File: src/sv/tsu_pkg.sv
// ----------------------------------------------------------------------------
// tsu_pkg
// Types and constants shared by the tab-stop unit modules.
// ----------------------------------------------------------------------------
package tsu_pkg;

  localparam int unsigned COL_W = 8;   // column, cursor and count width
  localparam int unsigned ROW_W = 8;   // stop bits held in one memory row

  // Request kinds carried in in_tuser
  localparam logic [1:0] REQ_TAB   = 2'd0;
  localparam logic [1:0] REQ_EDIT  = 2'd1;
  localparam logic [1:0] REQ_CLEAR = 2'd2;
  localparam logic [1:0] REQ_DFLT  = 2'd3;

  // Row contents after reset or a restore: stop at the first column of a row
  localparam logic [ROW_W-1:0] DFLT_ROW = 8'h01;
  localparam logic [ROW_W-1:0] ZERO_ROW = 8'h00;

  localparam logic [COL_W-1:0] LW_RESET = 8'd80;

  typedef enum logic [2:0] {
    S_IDLE,
    S_WRITE,
    S_TAB_START,
    S_SCAN,
    S_RESULT
  } tsu_state_t;

  typedef struct packed {
    logic rd_en;
    logic wr_en;
    logic clr_en;
    logic clr_dflt;
  } tsu_ram_op_t;

endpackage

File: src/sv/tsu_stop_ram.sv
// ----------------------------------------------------------------------------
// tsu_stop_ram
// Row memory of tab-stop bits, eight columns per row, with per-row valid
// bits and a fill pattern, so that clear-all and restore touch no memory row.
// ----------------------------------------------------------------------------
module tsu_stop_ram #(
  parameter int unsigned ROWS = 32,
  parameter int unsigned AW   = 5
) (
  input  logic                        clk,
  input  logic                        rst_n,
  input  tsu_pkg::tsu_ram_op_t        op,
  input  logic [AW-1:0]               addr,
  input  logic [tsu_pkg::ROW_W-1:0]   wdata,
  output logic [tsu_pkg::ROW_W-1:0]   rdata
);

  logic [tsu_pkg::ROW_W-1:0] mem [ROWS];
  logic [ROWS-1:0]           row_vld_r;
  logic                      fill_dflt_r;
  logic [tsu_pkg::ROW_W-1:0] rd_data_r;
  logic                      rd_vld_r;

  always_ff @(posedge clk) begin
    if (op.wr_en) begin
      mem[addr] <= wdata;
    end
    if (op.rd_en) begin
      rd_data_r <= mem[addr];
    end
  end

  always_ff @(posedge clk) begin
    if (!rst_n) begin
      row_vld_r   <= '0;
      fill_dflt_r <= 1'b1;
      rd_vld_r    <= 1'b0;
    end else begin
      if (op.clr_en) begin
        row_vld_r   <= '0;
        fill_dflt_r <= op.clr_dflt;
      end else if (op.wr_en) begin
        row_vld_r[addr] <= 1'b1;
      end
      if (op.rd_en) begin
        rd_vld_r <= row_vld_r[addr];
      end
    end
  end

  // unwritten rows read as the current fill pattern
  assign rdata = rd_vld_r ? rd_data_r
                          : (fill_dflt_r ? tsu_pkg::DFLT_ROW : tsu_pkg::ZERO_ROW);

endmodule

File: src/sv/tsu_seq.sv
// ----------------------------------------------------------------------------
// tsu_seq
// Request sequencer: table edits by read-modify-write, tab forward by a
// row-at-a-time scan of the stop memory, one repeat after another.
// ----------------------------------------------------------------------------
module tsu_seq #(
  parameter int unsigned MAX_COLUMNS = 256,
  parameter int unsigned AW          = 5
) (
  input  logic                        clk,
  input  logic                        rst_n,
  input  logic [tsu_pkg::COL_W-1:0]   line_width,
  input  logic                        in_valid,
  output logic                        in_ready,
  input  logic [1:0]                  in_req_type,
  input  logic [tsu_pkg::COL_W-1:0]   in_column,
  input  logic                        in_set_value,
  input  logic [tsu_pkg::COL_W-1:0]   in_cursor_x,
  input  logic [tsu_pkg::COL_W-1:0]   in_repeat_count,
  output tsu_pkg::tsu_ram_op_t        ram_op,
  output logic [AW-1:0]               ram_addr,
  output logic [tsu_pkg::ROW_W-1:0]   ram_wdata,
  input  logic [tsu_pkg::ROW_W-1:0]   ram_rdata,
  output logic                        res_valid,
  input  logic                        res_ready,
  output logic [tsu_pkg::COL_W-1:0]   res_col
);

  localparam int unsigned LIM_INT = (MAX_COLUMNS - 1 > 255) ? 255 : MAX_COLUMNS - 1;
  localparam logic [tsu_pkg::COL_W-1:0] LIM = 8'(LIM_INT);

  tsu_pkg::tsu_state_t state_r, state_nxt;
  logic [1:0]                req_r, req_nxt;
  logic [tsu_pkg::COL_W-1:0] col_r, col_nxt;
  logic                      val_r, val_nxt;
  logic [tsu_pkg::COL_W-1:0] x_r, x_nxt;
  logic [tsu_pkg::COL_W-1:0] rep_r, rep_nxt;
  logic [4:0]                row_r, row_nxt;

  logic                      accept;
  logic                      col_in_table;
  logic [tsu_pkg::COL_W-1:0] bnd;
  logic [tsu_pkg::COL_W-1:0] step_x;
  logic [7:0]                hit_mask;
  logic [2:0]                hit_idx;
  logic                      hit;
  logic                      row_last;

  assign accept       = in_valid && in_ready;
  assign col_in_table = 32'(in_column) < MAX_COLUMNS;
  assign bnd          = (line_width < LIM) ? line_width : LIM;
  assign step_x       = x_r + 8'd1;
  assign row_last     = ({1'b0, row_r, 3'b000} + 9'd8) >= {1'b0, bnd};

  always_comb begin
    logic [tsu_pkg::COL_W-1:0] c;
    hit_mask = '0;
    hit_idx  = '0;
    for (int i = 0; i < 8; i++) begin
      c           = {row_r, 3'(i)};
      hit_mask[i] = ram_rdata[i] && (c > x_r) && (c < bnd);
    end
    for (int i = 7; i >= 0; i--) begin
      if (hit_mask[i]) begin
        hit_idx = 3'(i);
      end
    end
    hit = |hit_mask;
  end

  // next state
  always_comb begin
    state_nxt = state_r;
    req_nxt   = req_r;
    col_nxt   = col_r;
    val_nxt   = val_r;
    x_nxt     = x_r;
    rep_nxt   = rep_r;
    row_nxt   = row_r;
    case (state_r)
      tsu_pkg::S_IDLE: begin
        if (accept) begin
          req_nxt   = in_req_type;
          col_nxt   = in_column;
          val_nxt   = in_set_value;
          x_nxt     = in_cursor_x;
          rep_nxt   = in_repeat_count;
          state_nxt = tsu_pkg::S_RESULT;
          if (in_req_type == tsu_pkg::REQ_TAB && in_repeat_count != '0) begin
            x_nxt     = (in_cursor_x > LIM) ? LIM : in_cursor_x;
            state_nxt = tsu_pkg::S_TAB_START;
          end else if (in_req_type == tsu_pkg::REQ_EDIT && col_in_table) begin
            state_nxt = tsu_pkg::S_WRITE;
          end
        end
      end
      tsu_pkg::S_WRITE: begin
        state_nxt = tsu_pkg::S_RESULT;
      end
      tsu_pkg::S_TAB_START: begin
        if (x_r >= LIM || step_x >= bnd) begin
          x_nxt     = (x_r >= LIM) ? LIM : step_x;
          rep_nxt   = rep_r - 8'd1;
          state_nxt = (rep_r == 8'd1) ? tsu_pkg::S_RESULT : tsu_pkg::S_TAB_START;
        end else begin
          row_nxt   = step_x[7:3];
          state_nxt = tsu_pkg::S_SCAN;
        end
      end
      tsu_pkg::S_SCAN: begin
        if (hit || row_last) begin
          x_nxt     = hit ? {row_r, hit_idx} : bnd;
          rep_nxt   = rep_r - 8'd1;
          state_nxt = (rep_r == 8'd1) ? tsu_pkg::S_RESULT : tsu_pkg::S_TAB_START;
        end else begin
          row_nxt = row_r + 5'd1;
        end
      end
      tsu_pkg::S_RESULT: begin
        if (res_ready) begin
          state_nxt = tsu_pkg::S_IDLE;
        end
      end
      default: begin
        state_nxt = tsu_pkg::S_IDLE;
      end
    endcase
  end

  // outputs
  always_comb begin
    ram_op    = '0;
    ram_addr  = '0;
    ram_wdata = ram_rdata;
    in_ready  = 1'b0;
    res_valid = 1'b0;
    case (state_r)
      tsu_pkg::S_IDLE: begin
        in_ready = 1'b1;
        ram_addr = AW'(in_column[7:3]);
        if (in_valid) begin
          ram_op.rd_en    = (in_req_type == tsu_pkg::REQ_EDIT) && col_in_table;
          ram_op.clr_en   = (in_req_type == tsu_pkg::REQ_CLEAR) ||
                            (in_req_type == tsu_pkg::REQ_DFLT);
          ram_op.clr_dflt = (in_req_type == tsu_pkg::REQ_DFLT);
        end
      end
      tsu_pkg::S_WRITE: begin
        ram_addr              = AW'(col_r[7:3]);
        ram_op.wr_en          = 1'b1;
        ram_wdata[col_r[2:0]] = val_r;
      end
      tsu_pkg::S_TAB_START: begin
        ram_addr     = AW'(step_x[7:3]);
        ram_op.rd_en = (x_r < LIM) && (step_x < bnd);
      end
      tsu_pkg::S_SCAN: begin
        ram_addr     = AW'(row_r + 5'd1);
        ram_op.rd_en = !hit && !row_last;
      end
      tsu_pkg::S_RESULT: begin
        res_valid = 1'b1;
      end
      default: begin
        ram_op = '0;
      end
    endcase
  end

  assign res_col = x_r;

  always_ff @(posedge clk) begin
    if (!rst_n) begin
      state_r <= tsu_pkg::S_IDLE;
    end else begin
      state_r <= state_nxt;
    end
  end

  always_ff @(posedge clk) begin
    req_r <= req_nxt;
    col_r <= col_nxt;
    val_r <= val_nxt;
    x_r   <= x_nxt;
    rep_r <= rep_nxt;
    row_r <= row_nxt;
  end

  a_scan_after_read: assert property (@(posedge clk) disable iff (!rst_n)
    (state_r == tsu_pkg::S_SCAN) |-> $past(ram_op.rd_en))
    else $error("scan row without a memory read");

  a_write_only_edit: assert property (@(posedge clk) disable iff (!rst_n)
    ram_op.wr_en |-> (state_r == tsu_pkg::S_WRITE) && (req_r == tsu_pkg::REQ_EDIT))
    else $error("stop memory written outside an edit");

  a_scan_in_bound: assert property (@(posedge clk) disable iff (!rst_n)
    (state_r == tsu_pkg::S_SCAN) |-> (x_r < bnd) && (rep_r != '0))
    else $error("scan started past the bound");

  a_tab_limit: assert property (@(posedge clk) disable iff (!rst_n)
    (state_r == tsu_pkg::S_TAB_START) |-> (x_r <= LIM))
    else $error("cursor beyond right limit during tab");

endmodule

File: src/sv/terminal_tab_stop_unit.sv
// ----------------------------------------------------------------------------
// terminal_tab_stop_unit
// Tab-stop table of a character terminal with tab-forward search.
//
// Input channel (in_*): one request per transaction; in_tuser gives the
// request kind (tab forward, set/clear one stop, clear all, restore).
// Output channel (out_*): exactly one result per request, in order; the new
// cursor column for a tab, cursor_x echoed otherwise.
// cfg_we/cfg_wdata write the line width; write only while idle.
// Edits read the row, write it back, then register the result; clear, restore
// and a zero-count tab register it directly. A tab takes a start step per
// repeat and a scan step per 8-column row scanned, the single-port stop
// memory being read one row per cycle. One request is in work at a time.
// Reset loads the line width 80 and the default stops at every eighth
// column at once; requests are taken from the first cycle after reset.
// A stalled output holds its result in the output register; one further
// request is processed meanwhile, then in_tready stays low.
// ----------------------------------------------------------------------------
module terminal_tab_stop_unit #(
  parameter int unsigned MAX_COLUMNS = 256
) (
  input  logic        clk,
  input  logic        rst_n,
  input  logic        cfg_we,
  input  logic [7:0]  cfg_wdata,    // line_width
  input  logic        in_tvalid,
  output logic        in_tready,
  input  logic [31:0] in_tdata,     // column[7:0], set_value[8], cursor_x[16:9],
                                    // repeat_count[24:17], zero[31:25]
  input  logic [1:0]  in_tuser,     // req_type[1:0]
  output logic        out_tvalid,
  input  logic        out_tready,
  output logic [7:0]  out_tdata     // new_column[7:0]
);

  localparam int unsigned ROWS = (MAX_COLUMNS + tsu_pkg::ROW_W - 1) / tsu_pkg::ROW_W;
  localparam int unsigned AW   = (ROWS > 1) ? $clog2(ROWS) : 1;

  logic [tsu_pkg::COL_W-1:0] lw_r;
  logic                      out_valid_r;
  logic [tsu_pkg::COL_W-1:0] out_col_r;

  tsu_pkg::tsu_ram_op_t      ram_op;
  logic [AW-1:0]             ram_addr;
  logic [tsu_pkg::ROW_W-1:0] ram_wdata;
  logic [tsu_pkg::ROW_W-1:0] ram_rdata;
  logic                      res_valid;
  logic                      res_ready;
  logic [tsu_pkg::COL_W-1:0] res_col;

  always_ff @(posedge clk) begin
    if (!rst_n) begin
      lw_r <= tsu_pkg::LW_RESET;
    end else if (cfg_we) begin
      lw_r <= cfg_wdata;
    end
  end

  assign res_ready = !out_valid_r || out_tready;

  always_ff @(posedge clk) begin
    if (!rst_n) begin
      out_valid_r <= 1'b0;
    end else if (res_ready) begin
      out_valid_r <= res_valid;
    end
  end

  always_ff @(posedge clk) begin
    if (res_ready && res_valid) begin
      out_col_r <= res_col;
    end
  end

  assign out_tvalid = out_valid_r;
  assign out_tdata  = out_col_r;

  tsu_seq #(
    .MAX_COLUMNS (MAX_COLUMNS),
    .AW          (AW)
  ) u_seq (
    .clk             (clk),
    .rst_n           (rst_n),
    .line_width      (lw_r),
    .in_valid        (in_tvalid),
    .in_ready        (in_tready),
    .in_req_type     (in_tuser),
    .in_column       (in_tdata[7:0]),
    .in_set_value    (in_tdata[8]),
    .in_cursor_x     (in_tdata[16:9]),
    .in_repeat_count (in_tdata[24:17]),
    .ram_op          (ram_op),
    .ram_addr        (ram_addr),
    .ram_wdata       (ram_wdata),
    .ram_rdata       (ram_rdata),
    .res_valid       (res_valid),
    .res_ready       (res_ready),
    .res_col         (res_col)
  );

  tsu_stop_ram #(
    .ROWS (ROWS),
    .AW   (AW)
  ) u_ram (
    .clk   (clk),
    .rst_n (rst_n),
    .op    (ram_op),
    .addr  (ram_addr),
    .wdata (ram_wdata),
    .rdata (ram_rdata)
  );

endmodule

File: config.mk
export PLATFORM = sky130hd
export DESIGN_NAME = terminal_tab_stop_unit
export DESIGN_NICKNAME = d
export VERILOG_FILES = /design/src/sv/tsu_pkg.sv /design/src/sv/tsu_stop_ram.sv /design/src/sv/tsu_seq.sv /design/src/sv/terminal_tab_stop_unit.sv
export SDC_FILE = /design/constraint.sdc
export NUM_CORES = 1
export LEC_CHECK = 0
export BUFFER_PORTS_ARGS = -buffer_cell sky130_fd_sc_hd__buf_2
export CORE_MARGIN = 2
export CORE_UTILIZATION = 40
export DETAILED_ROUTE_END_ITERATION = 10
export PLACE_DENSITY = 0.67
export SYNTH_ARGS = -nofsm -noshare
export SYNTH_HDL_FRONTEND = slang
export SYNTH_SLANG_ARGS = --single-unit
File: constraint.sdc
create_clock -name clk -period 10.2 [get_ports clk]
set_clock_uncertainty 0.2 [all_clocks]
set_input_delay 1.02 -clock clk [delete_from_list [all_inputs] [get_ports clk]]
set_output_delay 1.02 -clock clk [all_outputs]
set_load 0.02 [all_outputs]
==> key figures <==
Run status
  – Run status: finished clean

Floorplanning
  – Die Width: about 200 um
  – Rows: about 70
  – Core region area: between 0.03 and 0.04 mm2
  – Die height: about 200 um
  – Initial core utilization: 40.8%
  – I/O pin count: 57
  – Full die area: about 0.04 mm2

Synthesis
  – Synthesized Nets: ~1,300
  – Synth Cell Area: 0.0154 mm2
  – Number of synthesized flops with an enable pin: ~300
  – Synth top area share: 58.9%
  – Synth area leaders: edfxtp_1 59%, dfxtp_1 6.0%, mux4_2 4.7%, nand2_1 4.3%, ha_1 2.4%
  – Ys Warns: 0
  – Area leader, netlist: edfxtp_1
  – Syn Inst Count: 1,175
  – Flops & latches, synth: 348
  – Yosys cell types: 76
  – Syn Area/Cell: ~13 um2
  – Most used flip-flop cell after synthesis: edfxtp_1
  – Seq/Total Area, Yosys: around two thirds
  – Post-synth ARST share: 0%

Clocking
  – CTS tree: yes
  – Clock Tree Buf Depth: 3
  – H-tree depth: 2
  – Skew-Pair Late Insertion Delay: 540 ps
  – Cts repair resizes: 0
  – Clk sink count: ~350
  – Worst-path clk slew: around 60 ps
  – Hold_buf cts: 0
  – # Post-CTS Setup Buffers: 0
  – Cts bufs inserted: 37
  – Clk root buf: clkbuf_16

Worst setup path
  – CP Capture Type: flop
  – Worst Path Buf+Inv: 1
  – Cells along the critical path: nor2_2 -> a32oi_1 -> o31a_1 -> or2_4 -> buf_4 -> nand3_1 -> nor2_1
  – WP data arrival: approximately 5000 ps
  – Worst setup SP type: flop
  – Worst-path maximum fanout: 35
  – Reg2Reg Depth: 7
  – Slowest CP cell: nor2_1
  – CP Depth: 7
  – Req. time, crit path: 10,160 ps
  – CP max stage delay: 910 ps
  – Critical path class: reg -> reg
  – Cell family with most CP delay: simple AND/OR/NAND/NOR gates

GRT
  – Routing usage on met3: 3.48%
  – Most Crowded Layer GR: met2
  – Vias in the first global route: about 9,600
  – First-pass GRT wire length: 57,500 um
  – GR Layer Usage met1: 25.9%
  – GR Util met2: 29.0%
  – Overflow after GRT: 0
  – Global Route Usage Sum: 18.6%
  – Largest net degree at the start of global routing: 71
  – Initial antenna violation count: 0

STA
  – Least-Margin Pin Slew: 1060 ps
  – Final Hold Viols: 0
  – Setup violators final: 0
  – Relative slew slack: 28.9%
  – RSZ-0062 raised after global routing: false
  – Fin. max-slew vios: 0
  – Setup TNS: 0 ps
  – Fmax: 200 MHz
  – Final min period: between 5000 and 6000 ps
  – Post-route clock period utilization: 49.1%

Drt
  – DR iter-0 viols: 1,202
  – Pre-antenna DRT Iters: 5
  – Residual DRC: 0
  – Vias per cell: between 5 and 6
  – DRT Wirelength: between 30,000 and 40,000 um
  – Wire per inst: around 21 um
  – ANT nets after route: 0
  – Routed via count: 9,947

Cells and area
  – Layout cell share with drive strength beyond 1: 14.8%
  – N_diodes: 0
  – Area of the multi-input gates: 0.00505 mm2
  – Fillers: 3,318
  – Commonest non-fill, non-tap cell in the layout: edfxtp_1
  – Layout area overhead: 13.0%
  – Register area: 0.00999 mm2
  – Most frequent cells in the layout: 302 x edfxtp_1, 176 x nand2_1, 86 x nor2_1
  – Nets: 1,299

Placed design
  – Placer Congestion: 0.886
  – HPWL Detailed: 23,800 um
  – Port buffer count: 49

Power
  – Leakage power: 0.00608 uW
  – Clock network power share: 39.6%
  – Total Power: 3460 uW
  – Power share of the sequential group: 46.7%
  – Gate power share: 13.8%
  – Switching share of power: 25.9%
  – Sw Pwr: 898 uW
  – Power Internal: 2570 uW
  – Peak VDD IR: about 0.12 mV
  – Power Density: roughly 200 mW/mm2

Worst hold path
  – Worst Hold Class: reg -> reg
  – Hold Path Cell Cnt: 1

Job
  – Max capacitance violation total: 0
[per-stage QoR]
| step | cell area [um2] | instances | setup slack (ps) | hold slack (ps) | utilization (%) |
|---|---|---|---|---|---|
| global route | 17400 | 1760 | 4920 | 274 | 46.1 |
| detailed placement | 16200 | 1694 | 5300 | 253 | 42.8 |
| finish | 17400 | 1760 | 5190 | 263 | 46.1 |
| global placement | 16200 | 1694 | 5320 | 247 | 42.8 |
| CTS | 17400 | 1760 | 5280 | 267 | 46.1 |
| floorplan | 15400 | 1175 | 6760 | 233 | - |
[flip-flops by register name, summed over array words and instances, names as in the netlist]
name	count
out_tdata	8
u_seq.state_r	3
u_ram.mem	256
u_seq.row_r	5
u_seq.col_r	8
out_tvalid	1
u_ram.rd_data_r	8
lw_r	8
u_seq.val_r	1
u_seq.res_col	8
u_seq.rep_r	8
u_ram.rd_vld_r	1
u_ram.row_vld_r	32
u_ram.fill_dflt_r	1
[Yosys cell counts (all sizes together), types with 8 or more instances]
| cell type | instances |
|---|---|
| o21ai | 33 |
| o21a | 36 |
| xnor2 | 10 |
| a221oi | 9 |
| a211oi | 13 |
| dfxtp | 46 |
| inv | 30 |
| and3 | 25 |
| nor3 | 17 |
| edfxtp | 302 |
| mux2i | 29 |
| nor2b | 8 |
| clkbuf | 25 |
| ha | 30 |
| buf | 34 |
| a31oi | 13 |
| nand3 | 73 |
| a22o | 8 |
| a22oi | 9 |
| a311oi | 10 |
| nand2 | 176 |
| nor2 | 88 |
| a21oi | 28 |
| mux4 | 32 |
[kinds of logic (layout without fill, tap and decap cells)]
family | Yosys count | after routing | synth area share (%)
AND/OR/NAND/NOR | 423 | 423 | 12.5
flip-flops | 348 | 348 | 64.9
AO/OA/AOI/OAI | 200 | 200 | 9.35
buffers and inverters | 89 | 163 | 2.80
multiplexers | 66 | 66 | 6.93
adder cells (fa/ha/maj) | 33 | 33 | 2.63
XOR/XNOR | 16 | 16 | 0.910
[metal layers]
layer  routed length, um  vias to the layer above
met2               17600                      403
met5                   0                        -
met4                1200                        0
met3                2970                       77
li1                    -                     4570
met1               15800                     4897
[power by group through the flow]
stage / combinational, uW / clock [uW] / sequential, uW
floorplan: 334 / 0 / 1630
global placement: 465 / 0 / 1640
detailed placement: 472 / 0 / 1650
CTS: 475 / 1390 / 1620
global route: 518 / 1450 / 1620
finish: 476 / 1370 / 1620
[final timing paths]
kind,to,slack (ps),startpoint
min,u_ram.row_vld_r[21]$_SDFFE_PP0P_,260,u_ram.row_vld_r[21]$_SDFFE_PP0P_
min reg2reg,u_ram.row_vld_r[21]$_SDFFE_PP0P_,260,u_ram.row_vld_r[21]$_SDFFE_PP0P_
max,u_ram.mem[14][0]$_DFFE_PP_,5190,u_seq.state_r[0]$_SDFFE_PN0P_
max reg2reg,u_ram.mem[14][0]$_DFFE_PP_,5190,u_seq.state_r[0]$_SDFFE_PN0P_
[final cells by class]
type | count | area share (%)
inverters | 30 | 0.647
multi-input cells | 738 | 29.0
flip-flops and latches | 348 | 57.4
clock inverters | 17 | 1.23
repair buffers | 67 | 2.19
well taps | 511 | 3.67
clock buffers | 49 | 5.87
Power figures use the tool's default switching activity.
